[src/hdl/smbu_pkg.sv]
package smbu_pkg;
   localparam int MaxLen = 256;
   localparam int AddrW = $clog2(MaxLen);
   localparam int LenW = AddrW + 1;

   typedef enum logic [4:0] {
      ST_LOAD, ST_PCHK, ST_PCHK_W, ST_AT_RD, ST_AT_CHK, ST_DOM_RD, ST_DOM_CHK,
      ST_USR_RD, ST_USR_CHK, ST_SRV_RD, ST_SRV_CHK, ST_PRT_RD, ST_PRT_CHK,
      ST_SHR_RD, ST_SHR_CHK, ST_PTH_RD, ST_PTH_CHK, ST_FIN,
      ST_IDLE, ST_F0_RD, ST_F0_W, ST_F1_W, ST_F2_W, ST_OUT
   } state_type;

   localparam logic [1:0] StatOk = 2'd0;
   localparam logic [1:0] StatNotSmb = 2'd1;
   localparam logic [1:0] StatTooLong = 2'd2;
   localparam logic [1:0] StatNotReady = 2'd3;

   localparam logic [1:0] PhLoad = 2'd0;
   localparam logic [1:0] PhFetch = 2'd1;
   localparam logic [1:0] PhDone = 2'd2;

   function automatic logic is_hex(input logic [7:0] c);
      return (c >= 8'h30 && c <= 8'h39) || (c >= 8'h61 && c <= 8'h66) ||
             (c >= 8'h41 && c <= 8'h46);
   endfunction

   function automatic logic [3:0] hex_val(input logic [7:0] c);
      if (c >= 8'h30 && c <= 8'h39) return c[3:0];
      return 4'd9 + {1'b0, c[2:0]};
   endfunction
endpackage

[src/hdl/smbu_ram.sv]
module smbu_ram #(
   parameter int Width = 8,
   parameter int Depth = 256
) (
   input  logic                     clock,
   input  logic                     wr_en,
   input  logic [$clog2(Depth)-1:0] wr_addr,
   input  logic [Width-1:0]         wr_data,
   input  logic [$clog2(Depth)-1:0] rd_addr,
   output logic [Width-1:0]         rd_data
);
   logic [Width-1:0] mem_ff [Depth];

   always_ff @(posedge clock) begin
      if (wr_en) mem_ff[wr_addr] <= wr_data;
      rd_data <= mem_ff[rd_addr];
   end
endmodule

[src/hdl/smb_url_component_splitter.sv]
// Append transfer: the byte is written into the buffer on acceptance. The final append
// starts a parse, not ready meanwhile: a prefix check, then a RAM read and a compare per
// scanned byte; the credential scans may walk the rest three times.
// Fetch transfer: accept, reads of p, p+1, p+2 and decode, then the result for data;
// a status-only answer goes from accept straight to the result, which waits out any stall on the result side.
// Reset (synchronous, active high) returns to loading; the buffer is not cleared.
module smb_url_component_splitter (
   input  logic        clock,
   input  logic        reset,
   input  logic        req_tvalid,
   output logic        req_tready,
   input  logic [7:0]  req_tdata,   // char_in
   input  logic        req_tuser,   // kind
   input  logic        req_tlast,   // last
   output logic        rsp_tvalid,
   input  logic        rsp_tready,
   output logic [15:0] rsp_tdata,   // data_byte[7:0], has_data, all_done, status[1:0], 0
   output logic [2:0]  rsp_tuser,   // part
   output logic        rsp_tlast    // part_last
);
   localparam int LW = smbu_pkg::LenW;
   localparam int AW = smbu_pkg::AddrW;

   smbu_pkg::state_type st_ff, st_in;
   logic [LW-1:0] len_ff, len_in;
   logic ovf_ff, ovf_in;
   logic [1:0] ph_ff, ph_in, err_ff, err_in;
   logic [LW-1:0] bnd_ff [14];
   logic [LW-1:0] bnd_in [14];
   logic [LW-1:0] rp_ff, rp_in, idx_ff, idx_in, at_ff, at_in;
   logic [2:0] cp_ff, cp_in;
   logic [7:0] c0_ff, c0_in, c1_ff, c1_in;
   logic [7:0] o_byte_ff, o_byte_in;
   logic [2:0] o_part_ff, o_part_in;
   logic o_has_ff, o_has_in, o_last_ff, o_last_in, o_done_ff, o_done_in;
   logic [1:0] o_stat_ff, o_stat_in;
   logic found_ff, found_in;

   logic wr_en;
   logic [AW-1:0] rd_addr;
   logic [7:0] rd_data;
   logic [LW-1:0] rd_idx;

   smbu_ram #(.Width(8), .Depth(smbu_pkg::MaxLen)) u_buf (
      .clock(clock), .wr_en(wr_en), .wr_addr(len_in[AW-1:0] - AW'(1)),
      .wr_data(req_tdata), .rd_addr(rd_addr), .rd_data(rd_data));

   assign rd_addr = rd_idx[AW-1:0];

   // first non-empty part at or after p, 7 when none
   function automatic logic [2:0] next_part(input logic [3:0] p,
                                            input logic [LW-1:0] b [14]);
      logic [3:0] r;
      r = 4'd7;
      for (int k = 6; k >= 0; k--) begin
         if (4'(k) >= p && b[2*k] < b[2*k+1]) r = 4'(k);
      end
      return r[2:0];
   endfunction

   always_ff @(posedge clock) begin
      if (reset) begin
         st_ff <= smbu_pkg::ST_LOAD;
         len_ff <= '0;
         ovf_ff <= 1'b0;
         ph_ff <= smbu_pkg::PhLoad;
         err_ff <= '0;
         cp_ff <= '0;
         rp_ff <= '0;
         for (int k = 0; k < 14; k++) bnd_ff[k] <= '0;
      end else begin
         st_ff <= st_in;
         len_ff <= len_in;
         ovf_ff <= ovf_in;
         ph_ff <= ph_in;
         err_ff <= err_in;
         cp_ff <= cp_in;
         rp_ff <= rp_in;
         bnd_ff <= bnd_in;
      end
      idx_ff <= idx_in;
      at_ff <= at_in;
      c0_ff <= c0_in;
      c1_ff <= c1_in;
      found_ff <= found_in;
      o_byte_ff <= o_byte_in;
      o_part_ff <= o_part_in;
      o_has_ff <= o_has_in;
      o_last_ff <= o_last_in;
      o_done_ff <= o_done_in;
      o_stat_ff <= o_stat_in;
   end

   logic [LW-1:0] six_n;
   logic [LW:0] e_end;
   logic [LW-1:0] pe;
   logic [2:0] np;
   logic [7:0] ch;

   always_comb begin
      st_in = st_ff; len_in = len_ff; ovf_in = ovf_ff; ph_in = ph_ff; err_in = err_ff;
      bnd_in = bnd_ff; rp_in = rp_ff; idx_in = idx_ff; at_in = at_ff; cp_in = cp_ff;
      c0_in = c0_ff; c1_in = c1_ff; found_in = found_ff;
      o_byte_in = o_byte_ff; o_part_in = o_part_ff; o_has_in = o_has_ff;
      o_last_in = o_last_ff; o_done_in = o_done_ff; o_stat_in = o_stat_ff;
      req_tready = 1'b0; wr_en = 1'b0; rd_idx = idx_ff;
      six_n = len_ff;  // end of URL in absolute index
      ch = rd_data;
      pe = bnd_ff[2*cp_ff+1];
      e_end = {1'b0, pe};
      np = 3'd7;
      unique case (st_ff)
         smbu_pkg::ST_LOAD, smbu_pkg::ST_IDLE: begin
            req_tready = 1'b1;
            if (req_tvalid && !req_tuser) begin
               if (ph_ff != smbu_pkg::PhLoad) begin
                  len_in = '0; ovf_in = 1'b0; err_in = '0;
               end
               ph_in = smbu_pkg::PhLoad;
               if (len_in < LW'(smbu_pkg::MaxLen)) begin
                  len_in = len_in + LW'(1);
                  wr_en = 1'b1;
               end else ovf_in = 1'b1;
               st_in = smbu_pkg::ST_LOAD;
               if (req_tlast) begin
                  for (int k = 0; k < 14; k++) bnd_in[k] = '0;
                  rp_in = '0; cp_in = '0;
                  idx_in = '0;
                  st_in = smbu_pkg::ST_PCHK;
               end
            end else if (req_tvalid) begin
               o_part_in = '0; o_byte_in = '0; o_has_in = 1'b0; o_last_in = 1'b0;
               st_in = smbu_pkg::ST_OUT;
               if (ph_ff == smbu_pkg::PhLoad) begin
                  o_done_in = 1'b0; o_stat_in = smbu_pkg::StatNotReady;
               end else if (ph_ff != smbu_pkg::PhFetch) begin
                  o_done_in = 1'b1; o_stat_in = err_ff;
               end else begin
                  o_done_in = 1'b0; o_stat_in = smbu_pkg::StatOk;
                  idx_in = rp_ff;
                  st_in = smbu_pkg::ST_F0_RD;
               end
            end
         end
         // prefix check: issue reads of bytes 0..5 one after the other
         smbu_pkg::ST_PCHK: begin
            if (ovf_ff) begin
               err_in = smbu_pkg::StatTooLong; ph_in = smbu_pkg::PhDone;
               st_in = smbu_pkg::ST_IDLE;
            end else if (len_ff <= LW'(6)) begin
               err_in = smbu_pkg::StatNotSmb; ph_in = smbu_pkg::PhDone;
               st_in = smbu_pkg::ST_IDLE;
            end else st_in = smbu_pkg::ST_PCHK_W;
         end
         smbu_pkg::ST_PCHK_W: begin
            found_in = 1'b1;
            unique case (idx_ff[2:0])
               3'd0: found_in = (ch == 8'h73 || ch == 8'h53);
               3'd1: found_in = (ch == 8'h6d || ch == 8'h4d);
               3'd2: found_in = (ch == 8'h62 || ch == 8'h42);
               3'd3: found_in = (ch == 8'h3a);
               default: found_in = (ch == 8'h2f);
            endcase
            if (!found_in) begin
               err_in = smbu_pkg::StatNotSmb; ph_in = smbu_pkg::PhDone;
               st_in = smbu_pkg::ST_IDLE;
            end else if (idx_ff == LW'(5)) begin
               err_in = '0;
               for (int k = 0; k < 14; k++) bnd_in[k] = LW'(6);
               idx_in = LW'(6); at_in = LW'(6);
               st_in = smbu_pkg::ST_AT_RD;
            end else begin
               idx_in = idx_ff + LW'(1);
               st_in = smbu_pkg::ST_PCHK;
            end
         end
         // each scan: _RD waits for read data, _CHK compares
         smbu_pkg::ST_AT_RD: st_in = (idx_ff == six_n) ? smbu_pkg::ST_SRV_RD
                                                       : smbu_pkg::ST_AT_CHK;
         smbu_pkg::ST_AT_CHK: begin
            if (ch == 8'h40) begin
               at_in = idx_ff; idx_in = LW'(6);
               st_in = smbu_pkg::ST_DOM_RD;
            end else begin
               idx_in = idx_ff + LW'(1); st_in = smbu_pkg::ST_AT_RD;
            end
            // no '@' at all: the server starts right after the prefix
            if (st_in == smbu_pkg::ST_AT_RD && idx_in == six_n) begin
               idx_in = LW'(6); st_in = smbu_pkg::ST_SRV_RD;
            end
         end
         smbu_pkg::ST_DOM_RD: begin
            if (idx_ff == at_ff) begin
               idx_in = LW'(6); st_in = smbu_pkg::ST_USR_RD;
            end else st_in = smbu_pkg::ST_DOM_CHK;
         end
         smbu_pkg::ST_DOM_CHK: begin
            if (ch == 8'h3b) begin
               bnd_in[1] = idx_ff; bnd_in[2] = idx_ff + LW'(1);
               idx_in = idx_ff + LW'(1); st_in = smbu_pkg::ST_USR_RD;
            end else begin
               idx_in = idx_ff + LW'(1); st_in = smbu_pkg::ST_DOM_RD;
            end
         end
         smbu_pkg::ST_USR_RD: begin
            if (st_ff == smbu_pkg::ST_USR_RD && idx_ff == at_ff) begin
               bnd_in[3] = idx_ff;
               bnd_in[6] = at_ff + LW'(1); idx_in = at_ff + LW'(1);
               st_in = smbu_pkg::ST_SRV_RD;
            end else st_in = smbu_pkg::ST_USR_CHK;
         end
         smbu_pkg::ST_USR_CHK: begin
            if (ch == 8'h3a) begin
               bnd_in[3] = idx_ff; bnd_in[4] = idx_ff + LW'(1); bnd_in[5] = at_ff;
               bnd_in[6] = at_ff + LW'(1); idx_in = at_ff + LW'(1);
               st_in = smbu_pkg::ST_SRV_RD;
            end else begin
               idx_in = idx_ff + LW'(1); st_in = smbu_pkg::ST_USR_RD;
            end
         end
         smbu_pkg::ST_SRV_RD: begin
            if (idx_ff == six_n) begin
               bnd_in[7] = idx_ff; st_in = smbu_pkg::ST_FIN;
            end else st_in = smbu_pkg::ST_SRV_CHK;
         end
         smbu_pkg::ST_SRV_CHK: begin
            if (ch == 8'h3a) begin
               bnd_in[7] = idx_ff; bnd_in[8] = idx_ff + LW'(1);
               idx_in = idx_ff + LW'(1); st_in = smbu_pkg::ST_PRT_RD;
            end else if (ch == 8'h2f) begin
               bnd_in[7] = idx_ff; bnd_in[10] = idx_ff + LW'(1);
               idx_in = idx_ff + LW'(1); st_in = smbu_pkg::ST_SHR_RD;
            end else begin
               idx_in = idx_ff + LW'(1); st_in = smbu_pkg::ST_SRV_RD;
            end
         end
         smbu_pkg::ST_PRT_RD: begin
            if (idx_ff == six_n) begin
               bnd_in[9] = idx_ff; st_in = smbu_pkg::ST_FIN;
            end else st_in = smbu_pkg::ST_PRT_CHK;
         end
         smbu_pkg::ST_PRT_CHK: begin
            if (ch == 8'h2f) begin
               bnd_in[9] = idx_ff; bnd_in[10] = idx_ff + LW'(1);
               idx_in = idx_ff + LW'(1); st_in = smbu_pkg::ST_SHR_RD;
            end else if (ch == 8'h3f) begin
               bnd_in[9] = idx_ff; st_in = smbu_pkg::ST_FIN;
            end else begin
               idx_in = idx_ff + LW'(1); st_in = smbu_pkg::ST_PRT_RD;
            end
         end
         smbu_pkg::ST_SHR_RD: begin
            if (idx_ff == six_n) begin
               bnd_in[11] = idx_ff; st_in = smbu_pkg::ST_FIN;
            end else st_in = smbu_pkg::ST_SHR_CHK;
         end
         smbu_pkg::ST_SHR_CHK: begin
            if (ch == 8'h2f) begin
               bnd_in[11] = idx_ff; bnd_in[12] = idx_ff + LW'(1);
               idx_in = idx_ff + LW'(1); st_in = smbu_pkg::ST_PTH_RD;
            end else if (ch == 8'h3f) begin
               bnd_in[11] = idx_ff; st_in = smbu_pkg::ST_FIN;
            end else begin
               idx_in = idx_ff + LW'(1); st_in = smbu_pkg::ST_SHR_RD;
            end
         end
         smbu_pkg::ST_PTH_RD: begin
            if (idx_ff == six_n) begin
               bnd_in[13] = idx_ff; st_in = smbu_pkg::ST_FIN;
            end else st_in = smbu_pkg::ST_PTH_CHK;
         end
         smbu_pkg::ST_PTH_CHK: begin
            if (ch == 8'h3f) begin
               bnd_in[13] = idx_ff; st_in = smbu_pkg::ST_FIN;
            end else begin
               idx_in = idx_ff + LW'(1); st_in = smbu_pkg::ST_PTH_RD;
            end
         end
         smbu_pkg::ST_FIN: begin
            np = next_part(4'd0, bnd_ff);
            st_in = smbu_pkg::ST_IDLE;
            if (np < 3'd7) begin
               cp_in = np; rp_in = bnd_ff[2*np]; ph_in = smbu_pkg::PhFetch;
            end else begin
               cp_in = '0; rp_in = '0; ph_in = smbu_pkg::PhDone;
            end
         end
         // fetch: read p, p+1, p+2 in turn
         smbu_pkg::ST_F0_RD: begin
            c0_in = rd_data; rd_idx = rp_ff + LW'(1); st_in = smbu_pkg::ST_F0_W;
         end
         smbu_pkg::ST_F0_W: begin
            c1_in = rd_data; rd_idx = rp_ff + LW'(2);
            st_in = smbu_pkg::ST_F1_W;
         end
         smbu_pkg::ST_F1_W: begin
            rd_idx = rp_ff + LW'(2); st_in = smbu_pkg::ST_F2_W;
         end
         smbu_pkg::ST_F2_W: begin
            if (c0_ff == 8'h25 && ({1'b0, rp_ff} + (LW+1)'(2)) < e_end &&
                smbu_pkg::is_hex(c1_ff) && smbu_pkg::is_hex(rd_data)) begin
               o_byte_in = {smbu_pkg::hex_val(c1_ff), smbu_pkg::hex_val(rd_data)};
               idx_in = rp_ff + LW'(3);
            end else begin
               o_byte_in = c0_ff;
               idx_in = rp_ff + LW'(1);
            end
            o_part_in = cp_ff; o_has_in = 1'b1;
            if (idx_in >= pe) begin
               o_last_in = 1'b1;
               np = next_part({1'b0, cp_ff} + 4'd1, bnd_ff);
               if (np < 3'd7) begin
                  cp_in = np; rp_in = bnd_ff[2*np];
               end else begin
                  cp_in = '0; rp_in = '0; ph_in = smbu_pkg::PhDone; err_in = '0;
                  o_done_in = 1'b1;
               end
            end else rp_in = idx_in;
            st_in = smbu_pkg::ST_OUT;
         end
         smbu_pkg::ST_OUT: if (rsp_tready) st_in = smbu_pkg::ST_IDLE;
         default: st_in = smbu_pkg::ST_IDLE;
      endcase
      // scan read address follows idx; fetch reads are set above, the first one below
      if (st_in == smbu_pkg::ST_PCHK_W || st_in == smbu_pkg::ST_AT_CHK ||
          st_in == smbu_pkg::ST_DOM_CHK || st_in == smbu_pkg::ST_USR_CHK ||
          st_in == smbu_pkg::ST_SRV_CHK || st_in == smbu_pkg::ST_PRT_CHK ||
          st_in == smbu_pkg::ST_SHR_CHK || st_in == smbu_pkg::ST_PTH_CHK)
         rd_idx = idx_ff;
      if (st_ff == smbu_pkg::ST_IDLE && st_in == smbu_pkg::ST_F0_RD) rd_idx = rp_ff;
   end

   assign rsp_tvalid = (st_ff == smbu_pkg::ST_OUT);
   assign rsp_tdata = {4'b0, o_stat_ff, o_done_ff, o_has_ff, o_byte_ff};
   assign rsp_tuser = o_part_ff;
   assign rsp_tlast = o_last_ff;
endmodule

[config.mk]
export PLATFORM = sky130hd
export DESIGN_NAME = smb_url_component_splitter
export DESIGN_NICKNAME = d
export VERILOG_FILES = /design/src/hdl/smbu_pkg.sv /design/src/hdl/smbu_ram.sv /design/src/hdl/smb_url_component_splitter.sv
export SDC_FILE = /design/constraint.sdc
export NUM_CORES = 2
export LEC_CHECK = 0
export BUFFER_PORTS_ARGS = -buffer_cell sky130_fd_sc_hd__buf_2
export CORE_MARGIN = 4
export CORE_UTILIZATION = 55
export CTS_CLUSTER_SIZE = 14
export DETAILED_ROUTE_END_ITERATION = 8
export GPL_TIMING_DRIVEN = 0
export PLACE_DENSITY = 0.71
export REMOVE_ABC_BUFFERS = 1
export SLEW_MARGIN = 0
export SYNTH_ARGS = -nofsm -noshare
export SYNTH_HDL_FRONTEND = slang
export SYNTH_SLANG_ARGS = --single-unit
[constraint.sdc]
create_clock -name clock -period 12.4 [get_ports clock]
set_input_delay 1.86 -clock clock [delete_from_list [all_inputs] [get_ports clock]]
set_output_delay 1.86 -clock clock [all_outputs]
set_load 0.01 [all_outputs]
==> flow_summary_export.csv <==
group,metric,value,unit
outcome,status,"finished, violations left",
outcome,violations,"capacitance limit, slew limit",
finish,multi_input_area,0.0276,mm2
logic_synthesis,synth-seq-area-share,68.7,%
logic_synthesis,netlist_area,0.0962,mm2
floorplanning,die_x,426,um
logic_synthesis,synthArstFlopShare,0,%
timing,skew,92.3,ps
logic_synthesis,synthCells,8059,
clock_tree,root_buffer,"clkbuf_16",
logic_synthesis,ys_ff_latch,2255,
finish,fill_cells,12955,
global_routing,grtUsageTotal,31.4,%
logic_synthesis,synth_edf_count,2098,
detailed_routing,drc,0,
worst_setup_path,critPathRequiredTime,13070,ps
pwr,power_density,248,mW/mm2
placement,dp.cells,10029,
global_routing,globalRoute.totalOverflow,0,
worst_setup_path,crit_path_end_kind,"flop",
floorplanning,core_area,0.174,mm2
placement,dp_hpwl,183,mm
clock_tree,post_cts_resized,0,
finish,nets,8027,
timing,worst_pin_slew,1560,ps
finish,area_growth,11.6,%
worst_setup_path,timing.rr.start,"st_ff[1]",
timing,max_freq,0.106,GHz
logic_synthesis,yosysWarnings,0,
timing,setup_viol,0,
worst_setup_path,ff2ff_path_depth,20,
finish,drive_gt1_share,7.05,%
finish,seq_area,0.0661,mm2
clock_tree,cts_buffer_depth,3,
worst_setup_path,critPathLaunchType,"flop",
floorplanning,dieHeight,426,um
worst_setup_path,crit_type,"flop to flop",
clock_tree,cts_buffers,217,
placement,place_area,0.100,mm2
clock_tree,worstSkewPairLatency,910,ps
finish,fin_util,61.7,%
detailed_routing,dr_total_vias,67822,
global_routing,grt_pass1_wl,423,mm
timing,rsz0062_at_grt,"false",
worst_hold_path,hp-class,"flop to flop",
clock_tree,cts.clk_slew.worst_paths,60,ps
worst_setup_path,r2r_slack,3000,ps
global_routing,first_global_vias,63101,
finish,final_cell_mix,"edfxtp_1 (2,098), nand2_1 (1,972), nand3_1 (856), nor2_1 (516), a21oi_1 (229)",
pwr,peakVddDrop,0.185,mV
floorplanning,ios,36,
worst_hold_path,holdPathEnd,"bnd_ff[111]",
floorplanning,initial_core_util,55.3,%
logic_synthesis,synth_cell_types,102,
finish,final_cells,10431,
detailed_routing,wire_per_inst,27.8,um
clock_tree,htree_levels,4,
worst_hold_path,worstHoldStart,"bnd_ff[111]",
logic_synthesis,avgSynthCellArea,11.9,um2
clock_tree,cts_tree,"yes",
placement,io_buffers,31,
clock_tree,hold_buffers,0,
clock_tree,cts_setup_buffers,0,
detailed_routing,viasPerCell,6.50,
clock_tree,cts.sinks,2255,
detailed_routing,routed_wl,290,mm
pwr,total_power,26.6,mW
finish,finalInstanceArea,0.107,mm2
placement,finalWeightedCongestion,0.936,
timing,hold_violations,0,
worst_hold_path,hold_depth,2,
pwr,p_leak,36.3,nW
worst_setup_path,reg2reg_to,"u_buf.rd_data[5]",
global_routing,grt_max_degree,163,
detailed_routing,drt-initial-drc-count,10339,
detailed_routing,first_pass_iters,8,
flow_run,cap_violations,3,
logic_synthesis,synthFlopType,"edfxtp_1",
timing,fin_crit_sh,75.8,%
worst_setup_path,crit_path_max_fanout,35,
floorplanning,die-area,0.182,mm2
floorplanning,rows,153,
timing,max-slew-margin-rel,-4.78,%
timing,fin_crit,9400,ps
worst_setup_path,critical_path_arrival,10070,ps
detailed_routing,postRouteAntennaNets,0,
global_routing,grt_antenna_before_repair,7,
timing,final_max_slew_viol_count,19,
finish,layout_commonest_cell,"edfxtp_1",
worst_setup_path,cp-startpoint,"st_ff[1]",
## flip-flops by register name, summed over array words and instances (netlist names), 3 cells and up
register / flops
at_ff: 9
bnd_ff: 118
c0_ff: 8
c1_ff: 8
cp_ff: 3
idx_ff: 9
len_ff: 9
o_byte_ff: 8
rp_ff: 9
rsp_tuser: 3
st_ff: 5
u_buf.mem_ff: 2048
u_buf.rd_data: 8
## cell type report
type | count | share of cell area, %
repair buffers | 172 | 3.13
flip-flops and latches | 2255 | 61.6
diodes | 7 | 0.0163
inverters | 94 | 0.329
multi-input cells | 5184 | 25.7
clock inverters | 120 | 1.17
well taps | 2325 | 2.71
clock buffers | 274 | 5.32
## critical path, stage by stage (launching register included)
cell and delay, ps:
dfxtp_1 1160, nor2b_1 820, and2_1 990, a31oi_4 290, a211o_1 800, mux2i_4 390
buf_12 220, buf_16 180, buf_12 180, buf_16 180, buf_16 180, nor2_4 510
buf_12 270, buf_12 230, buf_12 230, a32oi_1 90, a31oi_1 250, a31oi_1 140
o21ai_0 1120, nand4_1 350, a311o_1 500
## cell usage after synthesis, types with 9 or more instances
master	number	share of area, %
mux2_2	10	0.12
a21oi_1	231	1.2
a221oi_1	16	0.15
o2111ai_1	12	0.11
and2_1	27	0.18
a211oi_1	57	0.44
o211ai_1	23	0.18
nand2_1	1990	7.8
dfxtp_1	157	3.3
and3_1	83	0.54
nand4_1	118	0.77
xor2_1	35	0.32
mux2i_1	212	2.2
nor3_1	76	0.40
clkbuf_1	192	0.75
a22oi_1	31	0.24
nand2b_1	24	0.16
buf_4	28	0.22
or2_2	10	0.065
ha_1	89	1.2
o221ai_1	9	0.082
nor4_1	19	0.12
a311oi_1	30	0.27
a31oi_1	179	1.2
a32oi_1	109	0.99
or4_1	10	0.078
o21ai_0	91	0.47
a21o_1	44	0.34
nor2b_1	17	0.11
o22ai_1	22	0.14
nand3_1	857	4.5
or3_1	16	0.10
xnor2_1	25	0.23
buf_2	269	1.4
buf_1	38	0.15
inv_1	91	0.35
a221o_1	12	0.12
nor2_1	526	2.1
edfxtp_1	2098	65
a2111oi_0	10	0.091
## cells by family (layout without fill, tap and decap cells)
family,after synthesis,in the layout,share of synthesized area (%)
and+or+nand+nor,3820,3820,17.2
buffers and inverters,623,660,2.90
muxes,225,225,2.38
other,1,11,0.00390
adders and majority gates,89,89,1.16
AOI/OAI and AO/OA,985,985,7.01
xor gates and xnor gates,61,61,0.569
DFF,2255,2255,68.7
## through the flow
stage,setup TNS (ps),hold WS [ps],setup slack (ps)
finish,0,468,3000
global route,0,495,2800
CTS,0,466,3410
detailed placement,0,459,3390
global placement,-332480,453,-48690
floorplan,-141600,436,-18100
## power breakdown
group          internal, mW  switching, mW
logic                  3.50           7.79
registers              8.46          0.347
clock network          3.61           2.89
## metal layers
metal  GRT usage [%]  part of all wire [%]
met5               0                     0
met4            13.1                   4.3
met3            7.06                    12
met2            47.8                    46
met1            44.1                    38
## worst max-delay path by stage
stage / endpoint / slack [ps] / cells after the start
after floorplan: u_buf.rd_data[0] / -18100 / 10
after global placement: u_buf.rd_data[5] / -48690 / 11
after detailed placement: u_buf.rd_data[5] / 3390 / 22
after CTS: u_buf.rd_data[5] / 3410 / 20
after global routing: u_buf.rd_data[5] / 2800 / 20
final: u_buf.rd_data[5] / 3000 / 20
(Power assumes the default switching activity.)
